`src/rtl/fhp_pkg.sv`:
```
// Shared types and constants for the fifteen-tap high-pass filter.
package fhp_pkg;

    localparam int SAMPLE_W  = 16;
    localparam int TAPS      = 15;
    localparam int HIST      = TAPS - 1;
    localparam int CENTER    = TAPS / 2;
    localparam int NUM_COEF  = 8;
    localparam int COEF_IDX_W = 3;
    localparam int CFG_IDX_W = 4;
    localparam int ADDR_W    = 4;
    localparam int TAP_W     = 4;

    // Power-on coefficients, Q1.15, outer pair first, center tap last
    localparam int COEF_RESET [NUM_COEF] = '{
        -1474, -285, -306, -325, -340, -352, -357, 32409
    };

    typedef logic signed [SAMPLE_W-1:0] t_sample;
    typedef logic [ADDR_W-1:0]          t_addr;
    typedef logic [TAP_W-1:0]           t_tap;

    typedef struct packed {
        t_sample sample_in;
    } t_in;

    typedef struct packed {
        t_sample sample_out;
        logic    clipped;
    } t_out;

    typedef enum logic [1:0] {
        ST_IDLE,
        ST_MAC,
        ST_DRAIN,
        ST_ROUND
    } t_state;

    // Controls from the sequencer to the datapath
    typedef struct packed {
        logic x_load;
        logic acc_clr;
        logic mul_en;
        logic use_x;
        logic opnd_vld;
        logic out_load;
    } t_mac_ctl;

    // Delay-line memory port controls
    typedef struct packed {
        logic  re;
        t_addr raddr;
        logic  we;
        t_addr waddr;
    } t_ram_ctl;

endpackage

```
`src/rtl/fhp_ifs.sv`:
```
// Valid/ready stream and configuration write interfaces of the filter.
interface fhp_stream_if #(parameter type T = logic);
    logic valid;
    logic ready;
    T     data;
    modport source (output valid, output data, input ready);
    modport sink   (input valid, input data, output ready);
endinterface

interface fhp_cfg_if #(parameter int DATA_W = 16);
    logic                           valid;
    logic                           ready;
    logic [fhp_pkg::CFG_IDX_W-1:0]  index;
    logic [DATA_W-1:0]              data;
    modport source (output valid, output index, output data, input ready);
    modport sink   (input valid, input index, input data, output ready);
endinterface

```
`src/rtl/fhp_ram.sv`:
```
// Generic simple dual-port RAM with registered read.
module fhp_ram #(
    parameter int WIDTH = 16,
    parameter int DEPTH = 14
) (
    input  logic                     i_clk,
    input  logic                     i_we,
    input  logic [$clog2(DEPTH)-1:0] i_waddr,
    input  logic [WIDTH-1:0]         i_wdata,
    input  logic                     i_re,
    input  logic [$clog2(DEPTH)-1:0] i_raddr,
    output logic [WIDTH-1:0]         o_rdata
);
    logic [WIDTH-1:0] r_mem [DEPTH];
    logic [WIDTH-1:0] r_rdata;

    always_ff @(posedge i_clk) begin
        if (i_we) begin
            r_mem[i_waddr] <= i_wdata;
        end
        if (i_re) begin
            r_rdata <= r_mem[i_raddr];
        end
    end

    assign o_rdata = r_rdata;
endmodule

```
`src/rtl/fhp_coef_bank.sv`:
```
// Coefficient registers, config write port and per-tap coefficient select.
module fhp_coef_bank #(
    parameter int COEF_WIDTH = 16
) (
    input  logic                          i_clk,
    input  logic                          i_rst_n,
    fhp_cfg_if.sink                       i_cfg,
    input  fhp_pkg::t_tap                 i_tap,
    output logic signed [COEF_WIDTH-1:0]  o_coef
);
    import fhp_pkg::*;

    logic signed [COEF_WIDTH-1:0] r_coef [NUM_COEF];
    logic [COEF_IDX_W-1:0]        w_sel;
    logic                         w_wr;

    // Writes are always taken; indexes past the list are dropped
    assign i_cfg.ready = 1'b1;
    assign w_wr = i_cfg.valid && (i_cfg.index < CFG_IDX_W'(NUM_COEF));

    always_ff @(posedge i_clk) begin
        if (!i_rst_n) begin
            for (int i = 0; i < NUM_COEF; i++) begin
                r_coef[i] <= COEF_WIDTH'(COEF_RESET[i]);
            end
        end else if (w_wr) begin
            r_coef[i_cfg.index[COEF_IDX_W-1:0]] <= i_cfg.data[COEF_WIDTH-1:0];
        end
    end

    // Fold tap number onto its symmetric pair; center has its own register
    always_comb begin
        if (i_tap == TAP_W'(CENTER)) begin
            w_sel = COEF_IDX_W'(NUM_COEF - 1);
        end else if (i_tap > TAP_W'(CENTER)) begin
            w_sel = COEF_IDX_W'(TAP_W'(HIST) - i_tap);
        end else begin
            w_sel = i_tap[COEF_IDX_W-1:0];
        end
    end

    assign o_coef = r_coef[w_sel];
endmodule

```
`src/rtl/fhp_mac.sv`:
```
// Shared multiply-accumulate datapath with rounding, saturation and output register.
module fhp_mac #(
    parameter int COEF_WIDTH = 16
) (
    input  logic                          i_clk,
    input  logic                          i_rst_n,
    input  fhp_pkg::t_mac_ctl             i_ctl,
    input  fhp_pkg::t_sample              i_sample,
    input  fhp_pkg::t_sample              i_rdata,
    input  logic signed [COEF_WIDTH-1:0]  i_coef,
    output fhp_pkg::t_sample              o_x,
    output fhp_pkg::t_out                 o_res
);
    import fhp_pkg::*;

    localparam int PROD_W = SAMPLE_W + COEF_WIDTH;
    localparam int ACC_W  = PROD_W + 4;
    localparam int FRAC   = COEF_WIDTH - 1;
    localparam int Q_W    = ACC_W - FRAC;
    localparam logic [ACC_W-1:0] BIAS = {{(ACC_W - FRAC){1'b0}}, {FRAC{1'b1}}};

    t_sample                   r_x;
    t_sample                   w_opnd;
    logic signed [PROD_W-1:0]  w_prod;
    logic signed [PROD_W-1:0]  r_prod;
    logic                      r_prod_v;
    logic signed [ACC_W-1:0]   r_acc;
    logic [ACC_W-1:0]          w_sum;
    logic [Q_W-1:0]            w_q;
    logic                      w_fits;
    t_out                      w_res;
    t_out                      r_res;

    // Current sample, tap 0 and the value written back to the delay line
    always_ff @(posedge i_clk) begin
        if (i_ctl.x_load) begin
            r_x <= i_sample;
        end
    end

    // Multiply stage; entries never written read as zero
    always_comb begin
        if (i_ctl.use_x) begin
            w_opnd = r_x;
        end else if (i_ctl.opnd_vld) begin
            w_opnd = i_rdata;
        end else begin
            w_opnd = '0;
        end
    end

    assign w_prod = w_opnd * i_coef;

    always_ff @(posedge i_clk) begin
        if (i_ctl.mul_en) begin
            r_prod <= w_prod;
        end
    end

    // Accumulate stage
    always_ff @(posedge i_clk) begin
        if (!i_rst_n) begin
            r_prod_v <= 1'b0;
        end else begin
            r_prod_v <= i_ctl.mul_en;
        end
    end

    always_ff @(posedge i_clk) begin
        if (i_ctl.acc_clr) begin
            r_acc <= '0;
        end else if (r_prod_v) begin
            r_acc <= r_acc + ACC_W'(r_prod);
        end
    end

    // Shift toward zero: bias negatives before the arithmetic shift
    assign w_sum  = r_acc + (r_acc[ACC_W-1] ? BIAS : '0);
    assign w_q    = w_sum[ACC_W-1:FRAC];
    assign w_fits = (&w_q[Q_W-1:SAMPLE_W-1]) || !(|w_q[Q_W-1:SAMPLE_W-1]);

    // Saturate to int16
    always_comb begin
        w_res.clipped = !w_fits;
        if (w_fits) begin
            w_res.sample_out = w_q[SAMPLE_W-1:0];
        end else if (w_q[Q_W-1]) begin
            w_res.sample_out = {1'b1, {(SAMPLE_W - 1){1'b0}}};
        end else begin
            w_res.sample_out = {1'b0, {(SAMPLE_W - 1){1'b1}}};
        end
    end

    always_ff @(posedge i_clk) begin
        if (i_ctl.out_load) begin
            r_res <= w_res;
        end
    end

    assign o_x   = r_x;
    assign o_res = r_res;
endmodule

```
`src/rtl/fhp_ctrl.sv`:
```
// Sequencer: tap counter, delay-line ring addressing, valid bits and output handshake.
module fhp_ctrl (
    input  logic                i_clk,
    input  logic                i_rst_n,
    input  logic                i_in_valid,
    output logic                o_in_ready,
    input  logic                i_out_ready,
    output logic                o_out_valid,
    output fhp_pkg::t_mac_ctl   o_ctl,
    output fhp_pkg::t_tap       o_tap,
    output fhp_pkg::t_ram_ctl   o_ram
);
    import fhp_pkg::*;

    t_state          r_state;
    t_state          n_state;
    t_tap            r_cnt;
    t_addr           r_head;
    logic [HIST-1:0] r_vld;
    logic            r_opnd_vld;
    logic            r_out_valid;
    logic            w_accept;
    logic            w_last;
    logic            w_out_load;

    // Address of delay entry tap-1 (tap 1 is the newest stored sample)
    function automatic t_addr ring_addr(t_addr head, t_tap tap);
        logic [ADDR_W:0] sum;
        if (head >= tap) begin
            sum = {1'b0, head} - {1'b0, tap};
        end else begin
            sum = {1'b0, head} + (ADDR_W + 1)'(HIST) - {1'b0, tap};
        end
        return sum[ADDR_W-1:0];
    endfunction

    assign w_accept   = (r_state == ST_IDLE) && i_in_valid;
    assign w_last     = (r_cnt == TAP_W'(TAPS - 1));
    assign w_out_load = (r_state == ST_ROUND) && (!r_out_valid || i_out_ready);

    // Next state
    always_comb begin
        n_state = r_state;
        unique case (r_state)
            ST_IDLE:  if (i_in_valid) n_state = ST_MAC;
            ST_MAC:   if (w_last) n_state = ST_DRAIN;
            ST_DRAIN: n_state = ST_ROUND;
            ST_ROUND: if (w_out_load) n_state = ST_IDLE;
            default:  n_state = ST_IDLE;
        endcase
    end

    // Outputs
    always_comb begin
        o_in_ready      = (r_state == ST_IDLE);
        o_ctl.x_load    = w_accept;
        o_ctl.acc_clr   = w_accept;
        o_ctl.mul_en    = (r_state == ST_MAC);
        o_ctl.use_x     = (r_cnt == '0);
        o_ctl.opnd_vld  = r_opnd_vld;
        o_ctl.out_load  = w_out_load;
        o_tap           = r_cnt;
        o_ram.re        = (r_state == ST_MAC) && !w_last;
        o_ram.raddr     = ring_addr(r_head, r_cnt + 1'b1);
        o_ram.we        = (r_state == ST_MAC) && w_last;
        o_ram.waddr     = r_head;
        o_out_valid     = r_out_valid;
    end

    always_ff @(posedge i_clk) begin
        if (!i_rst_n) begin
            r_state <= ST_IDLE;
        end else begin
            r_state <= n_state;
        end
    end

    // Tap counter
    always_ff @(posedge i_clk) begin
        if (!i_rst_n) begin
            r_cnt <= '0;
        end else if (w_accept) begin
            r_cnt <= '0;
        end else if (r_state == ST_MAC && !w_last) begin
            r_cnt <= r_cnt + 1'b1;
        end
    end

    // Ring head and per-entry valid bits; the write-back replaces the oldest entry
    always_ff @(posedge i_clk) begin
        if (!i_rst_n) begin
            r_head     <= '0;
            r_vld      <= '0;
            r_opnd_vld <= 1'b0;
        end else begin
            r_opnd_vld <= o_ram.re && r_vld[o_ram.raddr];
            if (o_ram.we) begin
                r_vld[r_head] <= 1'b1;
                r_head <= (r_head == ADDR_W'(HIST - 1)) ? '0 : r_head + 1'b1;
            end
        end
    end

    // Output beat valid
    always_ff @(posedge i_clk) begin
        if (!i_rst_n) begin
            r_out_valid <= 1'b0;
        end else if (w_out_load) begin
            r_out_valid <= 1'b1;
        end else if (i_out_ready) begin
            r_out_valid <= 1'b0;
        end
    end

    a_accept_starts: assert property (@(posedge i_clk) disable iff (!i_rst_n)
        w_accept |=> (r_state == ST_MAC) && (r_cnt == '0))
        else $error("accepted beat did not start the tap sweep");

    a_cnt_range: assert property (@(posedge i_clk) disable iff (!i_rst_n)
        (r_state == ST_MAC) |-> (r_cnt <= TAP_W'(TAPS - 1)))
        else $error("tap counter past last tap");

    a_head_step: assert property (@(posedge i_clk) disable iff (!i_rst_n)
        o_ram.we |=> (r_head == (($past(r_head) == ADDR_W'(HIST - 1)) ? '0
                                  : $past(r_head) + 1'b1)))
        else $error("ring head did not advance after write-back");

    a_no_overwrite: assert property (@(posedge i_clk) disable iff (!i_rst_n)
        w_out_load |-> (!r_out_valid || i_out_ready))
        else $error("result loaded over an untaken output beat");

    a_head_range: assert property (@(posedge i_clk) disable iff (!i_rst_n)
        r_head <= ADDR_W'(HIST - 1))
        else $error("ring head outside delay line");
endmodule

```
`src/rtl/fir_highpass_int16_saturating.sv`:
```
// Fifteen-tap symmetric high-pass FIR filter on signed 16-bit samples.
//
// Channels: i_in takes one sample per beat (valid/ready); o_out returns one
// filtered sample with a clip flag per input beat, in order. i_cfg writes the
// eight Q1.(COEF_WIDTH-1) coefficient registers (index 0..6 tap pairs, 7 the
// center tap); other indexes are ignored. Its DATA_W must equal COEF_WIDTH.
// Write coefficients only while no sample is in flight.
//
// Sequence: a sample goes from acceptance to its output beat through an accept
// step, fifteen passes of the single shared multiplier (one tap per cycle,
// delay line read from a one-port-read ring RAM), an accumulate drain and a
// round/saturate step. The next sample is accepted in the cycle after its
// predecessor's result is registered, so a new sample is not taken before
// the last one is through.
//
// Reset: coefficients take their default high-pass values and the delay line
// reads as zero (per-entry valid bits, no clearing pass). If the receiver
// stalls, the result waits in the output register and one further sample may
// be accepted and computed; it then holds until the output frees.
module fir_highpass_int16_saturating #(
    parameter int COEF_WIDTH = 16
) (
    input  logic        i_clk,
    input  logic        i_rst_n,
    fhp_stream_if.sink  i_in,
    fhp_stream_if.source o_out,
    fhp_cfg_if.sink     i_cfg
);
    import fhp_pkg::*;

    t_mac_ctl                     w_ctl;
    t_ram_ctl                     w_ram;
    t_tap                         w_tap;
    t_sample                      w_x;
    t_sample                      w_rdata;
    t_in                          w_in;
    t_out                         w_res;
    logic signed [COEF_WIDTH-1:0] w_coef;
    logic                         w_in_ready;
    logic                         w_out_valid;

    assign w_in        = i_in.data;
    assign i_in.ready  = w_in_ready;
    assign o_out.valid = w_out_valid;
    assign o_out.data  = w_res;

    fhp_ctrl u_ctrl (
        .i_clk       (i_clk),
        .i_rst_n     (i_rst_n),
        .i_in_valid  (i_in.valid),
        .o_in_ready  (w_in_ready),
        .i_out_ready (o_out.ready),
        .o_out_valid (w_out_valid),
        .o_ctl       (w_ctl),
        .o_tap       (w_tap),
        .o_ram       (w_ram)
    );

    fhp_coef_bank #(.COEF_WIDTH(COEF_WIDTH)) u_coef (
        .i_clk   (i_clk),
        .i_rst_n (i_rst_n),
        .i_cfg   (i_cfg),
        .i_tap   (w_tap),
        .o_coef  (w_coef)
    );

    // Delay line ring
    fhp_ram #(.WIDTH(SAMPLE_W), .DEPTH(HIST)) u_delay (
        .i_clk   (i_clk),
        .i_we    (w_ram.we),
        .i_waddr (w_ram.waddr),
        .i_wdata (w_x),
        .i_re    (w_ram.re),
        .i_raddr (w_ram.raddr),
        .o_rdata (w_rdata)
    );

    fhp_mac #(.COEF_WIDTH(COEF_WIDTH)) u_mac (
        .i_clk    (i_clk),
        .i_rst_n  (i_rst_n),
        .i_ctl    (w_ctl),
        .i_sample (w_in.sample_in),
        .i_rdata  (w_rdata),
        .i_coef   (w_coef),
        .o_x      (w_x),
        .o_res    (w_res)
    );
endmodule
```
`src/flat_wrapper.sv`:
```
// flat-port wrapper written by rule: the top's interface ports become plain ports
module fir_highpass_int16_saturating_flat import fhp_pkg::*;
#(
    parameter int COEF_WIDTH = 16
)
  (i_clk, i_rst_n, i_in_valid, i_in_data, i_in_ready, o_out_valid, o_out_data, o_out_ready, i_cfg_valid, i_cfg_index, i_cfg_data, i_cfg_ready);
  fhp_stream_if i_in_i ();
  fhp_stream_if o_out_i ();
  fhp_cfg_if i_cfg_i ();
  input  logic i_clk;
  input  logic i_rst_n;
  input wire logic [$bits(i_in_i.valid)-1:0] i_in_valid;
  input wire logic [$bits(i_in_i.data)-1:0] i_in_data;
  output wire logic [$bits(i_in_i.ready)-1:0] i_in_ready;
  output wire logic [$bits(o_out_i.valid)-1:0] o_out_valid;
  output wire logic [$bits(o_out_i.data)-1:0] o_out_data;
  input wire logic [$bits(o_out_i.ready)-1:0] o_out_ready;
  input wire logic [$bits(i_cfg_i.valid)-1:0] i_cfg_valid;
  input wire logic [$bits(i_cfg_i.index)-1:0] i_cfg_index;
  input wire logic [$bits(i_cfg_i.data)-1:0] i_cfg_data;
  output wire logic [$bits(i_cfg_i.ready)-1:0] i_cfg_ready;
  assign i_in_i.valid = i_in_valid;
  assign i_in_i.data = i_in_data;
  assign i_in_ready = i_in_i.ready;
  assign o_out_valid = o_out_i.valid;
  assign o_out_data = o_out_i.data;
  assign o_out_i.ready = o_out_ready;
  assign i_cfg_i.valid = i_cfg_valid;
  assign i_cfg_i.index = i_cfg_index;
  assign i_cfg_i.data = i_cfg_data;
  assign i_cfg_ready = i_cfg_i.ready;
  fir_highpass_int16_saturating #(.COEF_WIDTH(COEF_WIDTH)) u_core (.i_clk(i_clk), .i_rst_n(i_rst_n), .i_in(i_in_i), .o_out(o_out_i), .i_cfg(i_cfg_i));
endmodule
```
`config.mk`:
```
export PLATFORM = sky130hd
export DESIGN_NAME = fir_highpass_int16_saturating_flat
export DESIGN_NICKNAME = d
export VERILOG_FILES = /design/src/rtl/fhp_pkg.sv /design/src/rtl/fhp_ifs.sv /design/src/rtl/fhp_ram.sv /design/src/rtl/fhp_coef_bank.sv /design/src/rtl/fhp_mac.sv /design/src/rtl/fhp_ctrl.sv /design/src/rtl/fir_highpass_int16_saturating.sv /design/src/flat_wrapper.sv
export SDC_FILE = /design/constraint.sdc
export NUM_CORES = 1
export LEC_CHECK = 0
export BUFFER_PORTS_ARGS = -buffer_cell sky130_fd_sc_hd__clkbuf_2
export CAP_MARGIN = 20
export CORE_ASPECT_RATIO = 1.4
export CORE_MARGIN = 4
export CORE_UTILIZATION = 45
export CTS_BUF_LIST = sky130_fd_sc_hd__clkbuf_2
export DETAILED_ROUTE_END_ITERATION = 10
export MAX_ROUTING_LAYER = met4
export PLACE_DENSITY = 0.61
export SETUP_SLACK_MARGIN = 0.2
export SLEW_MARGIN = 40
export SYNTH_ARGS = -nofsm -noshare
export SYNTH_HDL_FRONTEND = slang
export SYNTH_SLANG_ARGS = --single-unit
```
`constraint.sdc`:
```
create_clock -name i_clk -period 5 [get_ports i_clk]
set_input_delay 0 -clock i_clk [delete_from_list [all_inputs] [get_ports i_clk]]
set_output_delay 0 -clock i_clk [all_outputs]
set_load 0.005 [all_outputs]
```
After elaboration in Yosys (flattened, before gate mapping) --
Memory sizes are Yosys's and may differ from the RTL's. A register that Yosys moved wholly into a read port is not among the register bits. Index checks and enable logic that the tools add are counted.
Word-level totals: bits in registers 113, RAM bits 142, memories kept 2
Operators by class: add/sub/neg operators 8, multiply operators 1, $lt $le $gt $ge 6, equal/unequal tests 9, muxes and demuxes 26, bitwise operators 2, reduce and logical (&&, ||, !) cells 21
Memories:
- u_core.u_coef.r_coef | depth 8, bits a word 16, read ports 1, clocked after memory_dff 0, write ports 8, line fhp_coef_bank.sv:13 | logic signed [COEF_WIDTH-1:0] r_coef [NUM_COEF];
- u_core.u_delay.r_mem | depth 14, bits a word 1, read ports 1, clocked after memory_dff 1, write ports 1, line fhp_ram.sv:14 | logic [WIDTH-1:0] r_mem [DEPTH];
Operator list (number):
- two-way mux 16 bit | 3
- adder 36 x 15 -> 36 bit | 1
- adder 36 x 32 -> 36 bit | 1
- multiplier 16 x 16 -> 32 bit | 1
- OR reduction 16 bit | 1
- two-way mux 15 bit | 1
- OR 14 bit | 1
- two-way mux 1 bit | 11
- less-than comparator 4 x 5 -> 1 bit (second input constant) | 2
- two-way mux 3 bit | 3
- adder 4 x 1 -> 4 bit (second input constant) | 2
- == test 4 bit (second input constant) | 2
- two-way mux 4 bit | 2
- one-hot mux 2 bit (4 select lines) | 1
- subtractor 4 bit | 2
- logical AND 1 bit | 7
- two-way mux 2 bit | 3
- AND reduction 6 bit | 1
- OR reduction 6 bit | 1
- adder 4 bit (second input constant) | 1
- binary-select mux 1 bit (select 4 bit) | 1
- demux 1 bit (select 4 bit) | 1
- == test 2 bit (second input constant) | 2
- == test 4 x 3 -> 1 bit (second input constant) | 1
- 16 further kinds | 21

Longest topological paths before layout --
Gate-level depths: netlist of run 1.
depth after elaboration 7, depth in mapped cells 14, mapped depth without buffers 13

Cells and area by module --
Synthesis of run 1 repeated with hierarchy kept, for this count alone.
Second synthesis, totals: cells, all modules 2733, area, all modules 32473.6 um2
Modules (own cells, without submodules):
- fhp_mac | instances 1, cells each 1678, area an instance 15846.4 um2, seq. area each 2692.6 um2
- fhp_ram | instances 1, cells each 395, area an instance 9081.2 um2, seq. area each 7206.9 um2
- fhp_coef_bank | instances 1, cells each 478, area an instance 5987.0 um2, seq. area each 3843.7 um2
- fhp_ctrl | instances 1, cells each 181, area an instance 1555.2 um2, seq. area each 520.5 um2
- fir_highpass_int16_saturating | instances 1, cells each 1, area an instance 3.8 um2, seq. area each 0.0 um2

Worst setup path before layout of run 1 --
Ideal clock, no wire load.
path type register to register, start register u_core.u_ctrl.r_cnt[0] (netlist: u_core.u_ctrl.o_tap[0]), end register u_core.u_ctrl.r_opnd_vld, arrival 3.339 ns, slack 1.545 ns, cell stages (with the launch flop) 13, buffers on the path 1, clock period less this slack 3.455 ns, cell sequence dfxtp_1 clkbuf_1 inv_1 ha_1 ha_1 inv_1 ha_1 fa_1 mux2i_2 mux2_4 a2111oi_4 nor2_1 and4_1
On the way: longest elaborated chain between the ends 6, elaborated cells between the ends (all ways) 11, classes of those cells 3 x add/sub; 1 x order compare; 1 x eq/ne; 3 x mux; 3 x reduce/logical
Ends and longest elaborated chain:
- start, declared | line fhp_ctrl.sv:17 | t_tap r_cnt;
- start signal, assigned | line fhp_ctrl.sv:85 | r_cnt <= r_cnt + 1'b1;
- adder 4 x 1 -> 4 bit | line fhp_ctrl.sv:64 | o_ram.raddr = ring_addr(r_head, r_cnt + 1'b1);
- subtractor 4 bit (tied with other cells) | line fhp_ctrl.sv:32 | sum = {1'b0, head} + (ADDR_W + 1)'(HIST) - {1'b0, tap};
- two-way mux 4 bit | line fhp_ctrl.sv:29 | if (head >= tap) begin
- binary-select mux 1 bit (select 4 bit) | line fhp_ctrl.sv:96 | r_opnd_vld <= o_ram.re && r_vld[o_ram.raddr];
- two-way mux 1 bit (not written as such) | line fhp_ctrl.sv:96
- logical AND 1 bit (*) | line fhp_ctrl.sv:96
- end signal, assigned | line fhp_ctrl.sv:96
- end, declared | line fhp_ctrl.sv:20 | logic r_opnd_vld;
Mark *: on every way between the ends. The rest lies on a longest branch, timed or not. The select of a mux whose other input is x is not followed. A chain may end at the register's enable or synchronous reset.

Worst setup path after layout of run 1 --
Ends and elaborated chain as after synthesis.

==> impl_results.md, run 1 <==
- Setup CP Type: register to register
- Fin area: 13610 um^2
- Hold Path Sink: u_core.u_coef.r_coef[3][5]$_SDFFCE_PN1P_
- Worst-Skew Late Latency: 850 ps
- Synthesized net count: 1244
- Worst hold path class: input port to register
- Dominant synthesized flop cell: edfxtp_1
- Worst Path Arrival: 4390 ps
- Pwr Density: 506.8 nW/um^2
- Post-synth EDFFs: between 150 and 200
- Tcrit/Tclk final: 0.7281
- Top cells by area, synth: edfxtp_1 (40%), dfxtp_1 (11%), ha_1 (6.7%), nand2_1 (3.6%), or3_1 (3.1%)
- Largest net degree at the start of global routing: 49
- TritonRoute pass-1 iters: 7
- Synth warnings: 0
- Final Wtd Congestion: 0.8529
- H-Tree Depth: 2
- Fin. max-slew vios: 0
- Clk slew on worst S/H paths: 110 ps
- Root Driver: clkbuf_2
- Placed Area: 12590 um^2
- RSZ-0062 raised after global routing: false
- CORE AREA: roughly 26000 um^2
- Initial Utilization: 0.4574
- Die width: ~150 um
- Synthesized flop and latch total: 224
- Synth top area share: 0.4036
- Final worst slack: about 1400 ps
- Pre-CTS WS: 1347 ps
- Status: finished, final reports clean
- Crit-path most repeated cell: ha_1
- Global-route usage over all layers: 0.2088
- Worst Hold Depth: 4
- Synth Cell Area: roughly 12000 um^2
- Sequential area share after synthesis: 0.5089
- # resized after CTS: 0
- Fmax: 274.7 MHz
- Top-count cell post-synth: edfxtp_1
- Via count: 9212
- Top-Level Pins: 30
- CP required: approximately 5800 ps
- Vias in the first global route: 9490
- Crit path cell chain: buf_4 -> ha_1 -> xnor2_1 -> inv_1 -> ha_1 -> a21o_1 -> a21oi_4 -> mux2i_2 -> inv_2 -> mux4_2 -> nand2_1 -> o311ai_1 -> and4_1
- Final Critical Period: 3640 ps
- Fin Hold WS: just over 90 ps
- Syn_area_per_cell: 10.41 um^2
- Area of the die: 29330 um^2
- CP max stage cell: mux2i_2
- Fin util: 0.5196
- I/O Buffers: 28
- CTS tree: done
- Initial antenna violation count: 1
- Worst relative slew slack: 0.4565
- R2R cell count: 13
- Total negative slack: 0 ps
- Drt drc: 0
- Leak: 5.272 nW
- Synthesis-to-finish area growth: 13.60%
- Distinct cells, synth: 67
- Crit Reg-Reg Endpoint: u_core.u_ctrl.r_opnd_vld$_SDFF_PN0_
- Reg2Reg Setup Slack: ~1400 ps
- Global-route wire length before repair: 48.33 mm
- CTS sink count: roughly 220
- Max FO, Critical Path: 36
- Post-Synthesis Cells: 1151
- Initial drt markers: slightly above 500
- Worst IR Drop VDD: 212.8 uV
- Overall die height: 201.0 um
- Setup bufs post-CTS: 0
- Final-stage net count: 1344
- DR vias/cell: 5.676
- Final hold vios: 0
- Layout cells sized above 1: 0.1464
- Type of origin of the critical path: register
- Routed WL: roughly 30 mm
- WL per Instance: approximately 18 um
- Largest area contributor in the netlist: edfxtp_1
- Worst Max-Slew Pin Slew: just over 800 ps
- Antenna-violating nets left: 0
- CP max stage delay: between 500 and 600 ps
- Final setup violation count: 0
- Max cap viols: 0
- Clk_skew: 72.99 ps
- Hold Startpoint: i_cfg_data[5]
- R2r startpoint: u_core.u_ctrl.o_tap[0]$_SDFFE_PP0P_
- Synth top cells by count: edfxtp_1 (161), nand2_1 (115), nor2_1 (95), ha_1 (64), dfxtp_1 (63)
- Total CTS buffers: 57
- GRT overflow: 0
- DP HPWL: 19.77 mm
- FP Rows: 70
- Worst Setup End Kind: register
- Async S/R FF share, synth: 0
- Max clock buf depth: 3
## worst max path at each step
| stage | from | end | cells past startpoint |
|---|---|---|---|
| after CTS | u_core.u_ctrl.o_tap[0]$_SDFFE_PP0P_ | u_core.u_ctrl.r_opnd_vld$_SDFF_PN0_ | 13 |
| after global routing | u_core.u_ctrl.o_tap[0]$_SDFFE_PP0P_ | u_core.u_ctrl.r_opnd_vld$_SDFF_PN0_ | 13 |
| after floorplan | u_core.u_ctrl.o_tap[0]$_SDFFE_PP0P_ | u_core.u_ctrl.r_opnd_vld$_SDFF_PN0_ | 12 |
| after detailed placement | u_core.u_ctrl.o_tap[0]$_SDFFE_PP0P_ | u_core.u_ctrl.r_opnd_vld$_SDFF_PN0_ | 13 |
| final | u_core.u_ctrl.o_tap[0]$_SDFFE_PP0P_ | u_core.u_ctrl.r_opnd_vld$_SDFF_PN0_ | 13 |
| after global placement | u_core.u_ctrl.o_tap[0]$_SDFFE_PP0P_ | u_core.u_ctrl.r_opnd_vld$_SDFF_PN0_ | 12 |
## per-stage QoR
stage	instances	total power, W
after floorplan	1151	0.004805
after CTS	1622	0.006957
final	1623	0.006896
after global placement	1463	0.005523
after global routing	1623	0.007454
after detailed placement	1469	0.005635
## routing by layer
metal  global-route usage  up-vias  wire length, um  share of wire
li1                     -     4505                -              -
met3              0.03433       53             1189          0.040
met5                    -        -                0              0
met2               0.3838      199            16120           0.54
met1               0.2285     4455            11860           0.40
met4              0.06823        0              627          0.021
## repair_timing
action | 4_1_cts | 5_1_grt
hold buffers | 47 | 0
hold endpoints to repair | 209 | 0
endpoints found under the setup margin | 0 | 0
## cell type report
cell class	instances	area [um^2]
flip-flops and latches	224	6100
inverters	33	123.9
repair buffers	104	870.8
well taps	324	405.4
multi-input cells	831	5563
fillers	2398	12580
clock buffers	88	440.4
clock inverters	18	101.3
diodes	1	2.502
## registers in the layout (all words and copies together), names as in the netlist
name and cells:
u_core.u_coef.r_coef 128, u_core.u_ctrl.o_out_valid 1, u_core.u_ctrl.o_tap 4, u_core.u_ctrl.r_head 4
u_core.u_ctrl.r_opnd_vld 1, u_core.u_ctrl.r_state 2, u_core.u_ctrl.r_vld 14, u_core.u_delay.o_rdata 1
u_core.u_delay.r_mem 14, u_core.u_mac.o_res 1, u_core.u_mac.o_x 1, u_core.u_mac.r_acc 36
u_core.u_mac.r_prod 16, u_core.u_mac.r_prod_v 1
## cell usage in the layout (no fill, tap or decap), types with 25 or more instances in the layout
master,n
a221oi_1,31
a21oi_1,44
inv_1,31
mux2i_1,30
nand3_1,47
nor2_1,94
or3_1,60
edfxtp_1,161
nand2_1,113
ha_1,64
buf_4,25
o21ai_0,27
nor3_1,41
dfxtp_1,62
dlygate4sd3_1,47
clkbuf_2,116
## worst max-delay path, delay by kind of cell (launching register included)
| kind | cells | cell delay [ps] |
|---|---|---|
| AOI/OAI and AO/OA | 3 | 500 |
| xor gates and xnor gates | 1 | 160 |
| adders and majority gates | 2 | 660 |
| buffers and inverters | 3 | 600 |
| DFF | 1 | 340 |
| muxes | 2 | 950 |
| and+or+nand+nor | 2 | 320 |
## power by group
| part | internal (W) | total [W] | switching [W] | leakage, nW |
|---|---|---|---|---|
| clock | 0.000521 | 0.00126 | 0.000739 | 0.412 |
| combinational | 0.00126 | 0.00311 | 0.00186 | 2.77 |
| sequential | 0.00231 | 0.00252 | 0.000214 | 2.09 |
| total | 0.00409 | 0.00690 | 0.00281 | 5.27 |
## logic make-up after synthesis
family                   after synthesis  synth area share
AO/OA/AOI/OAI                        230            0.1344
multiplexers                          37           0.03593
flip-flops                           224            0.5089
other                                  1         0.0003131
adder cells (fa/ha/maj)               67           0.07187
buffers and inverters                 96           0.03207
XOR/XNOR                              38           0.02779
AND/OR/NAND/NOR                      458            0.1887
Power figures use the tool's default switching activity.
==> run 2: changes to the inputs <==
- PLACE_DENSITY: 0.61 -> 0.63
- clock period: 5 -> 3 ns (I/O delays scaled with it)
==> run 2 against run 1 <==
Register-to-register slack got worse by 1300 ps. Core utilization grew 1.6 points. Worst hold slack gained 7.2 ps. Highest routed layer unchanged. Power increased by 73%. Combinational power rose by 86%. Cell count rose by 1.9%. Clock-buffer cell count decreased by 11. Setup slack lost 1300 ps.
==> impl_results.md, run 2 (synthesized netlist as in run 1, its figures left out) <==
- CP bufs+invs: 1
- Fin util: 0.5359
- Global-route wire length before repair: 48.85 mm
- Largest net degree at the start of global routing: 48
- CP max stage delay: between 400 and 500 ps
- DP HPWL: between 20 and 25 mm
- I/O Buffers: 28
- Worst Setup End Kind: register
- Clk slew on worst S/H paths: 110 ps
- Final Critical Period: 2965 ps
- Worst path depth: 11
- Worst hold path class: input port to register
- Worst setup path end: u_core.u_mac.r_acc[28]$_SDFFE_PP0P_
- Final-stage net count: 1377
- Most frequent cells in the layout: edfxtp_1 (161), nand2_1 (115), clkbuf_2 (106)
- GRT overflow: 0
- Max cap viols: 0
- Most common cell after layout, fill and taps aside: edfxtp_1
- Clk_skew: approximately 53 ps
- Max clock buf depth: 3
- Final setup violation count: 0
- FP Rows: 70
- Vias in the first global route: 9737
- Layout cells sized above 1: 0.1896
- Fmax: 337.3 MHz
- Total negative slack: 0 ps
- Area of the die: between 20000 and 30000 um^2
- Register area: 6103 um^2
- Overall die height: between 200 and 250 um
- Largest register FFs: approximately 130
- CTS tree: done
- Crit path cell chain: ha_4 -> fa_2 -> a21oi_4 -> o21ai_2 -> a21o_1 -> and3_4 -> o41a_1 -> buf_6 -> o41ai_4 -> xor2_1 -> o21ai_1
- Worst IR Drop VDD: around 330 uV
- Critical path's top delay family: compound AO/OA/AOI/OAI gates
- Placed cell count: 1487
- Initial drt markers: 478
- Type of origin of the critical path: register
- Status: finished, final reports clean
- # fillers: 2338
- RSZ-0062 raised after global routing: true
- Critical Path Start: u_core.u_mac.r_prod[0]$_DFFE_PP_
- Fin. max-slew vios: 0
- Root Driver: clkbuf_2
- CP required: 3750 ps
- R2R cell count: 11
- Top-Level Pins: 30
- Drt drc: 0
- Biggest regs: u_core.u_coef.r_coef x128, u_core.u_mac.r_acc x36, u_core.u_mac.r_prod x16
- Initial Utilization: 0.4574
- Max FO, Critical Path: 4
- Worst Max-Slew Pin Slew: 773.4 ps
- Antenna-violating nets left: 0
- Setup CP Type: register to register
- Total CTS buffers: 55
- Total power: 0.01194 W
- CORE AREA: 26190 um^2
- Footprint of the multi-input gates: 5787 um^2
- Reg2Reg Setup Slack: about 35 ps
- CTS sink count: 224
- Global-route usage over all layers: 0.2096
- DR vias/cell: 5.674
- Worst Path Arrival: 3710 ps
- Leak: 5.416 nW
- R2r startpoint: u_core.u_mac.r_prod[0]$_DFFE_PP_
- Routed WL: 30.14 mm
- Die width: 145.9 um
- Initial antenna violation count: 2
- WL per Instance: 18.22 um
- Synthesis-to-finish area growth: 17.16%
- Via count: 9385
- Final hold vios: 0
- Crit Reg-Reg Endpoint: u_core.u_mac.r_acc[28]$_SDFFE_PP0P_
- Final Wtd Congestion: 0.8787
- Biggest register: u_core.u_coef.r_coef
- CP max stage cell: edfxtp_1
- TritonRoute pass-1 iters: 5
- Tcrit/Tclk final: 0.9883
- H-Tree Depth: 2
- Fin cells: 1654
- Worst-Skew Late Latency: a little under 900 ps
- Pwr Density: 850.7 nW/um^2
- Worst relative slew slack: 0.4831
-- run 2: routing by layer --
metal | up-vias | GRT usage | share of wire
met4 | 0 | 0.08520 | 0.033
li1 | 4585 | - | -
met2 | 186 | 0.3845 | 0.54
met1 | 4536 | 0.2213 | 0.39
met3 | 78 | 0.03704 | 0.038
met5 | - | - | 0
-- run 2: cell type report --
type	instances	area share
clock buffer	77	0.02746
antenna	1	0.0001783
inverter	33	0.009183
multi-input combinational	831	0.4124
clock inverter	25	0.007311
sequential	224	0.4349
timing repair buffer	139	0.07971
tap	324	0.02889
-- run 2: worst min path at each step --
stage / start / depth (start not counted) / endpoint
floorplan: i_in_data / 0 / u_core.u_mac.o_x[0]$_DFFE_PP_
global placement: i_in_data / 1 / u_core.u_mac.o_x[0]$_DFFE_PP_
detailed placement: i_in_data / 1 / u_core.u_mac.o_x[0]$_DFFE_PP_
CTS: i_cfg_index[1] / 4 / u_core.u_coef.r_coef[1][5]$_SDFFCE_PN1P_
global route: i_cfg_data[5] / 4 / u_core.u_coef.r_coef[5][5]$_SDFFCE_PN1P_
finish: i_cfg_index[1] / 4 / u_core.u_coef.r_coef[1][5]$_SDFFCE_PN1P_
-- run 2: per-stage QoR --
step	setup WS, ps	hold WS, ps	instance area, um^2
6_report	35.23	98.07	14030
5_1_grt	-65.18	64.68	14030
4_1_cts	88.56	0.6307	13770
3_5_place_dp	-4.155	206.0	12740
3_3_place_gp	25.73	214.0	12740
2_1_floorplan	71.18	98.87	12030
-- run 2: repair_timing --
item,CTS,global route
pin swaps,8,19
hold buffers,45,0
setup endpoints to repair,8,13
buffers inserted,6,13
gates resized for setup,13,39
hold endpoints to repair,258,0
-- run 2: where the power goes --
part	switching, W	internal (W)
logic	0.00335	0.00243
clock network	0.00127	0.000704
registers	0.000336	0.00385
-- run 2: tightest hold or removal path, cell delays in order --
cell and delay [ps]:
dlygate4sd3_1 530, clkbuf_2 160, nor3_1 110, nand2_1 80
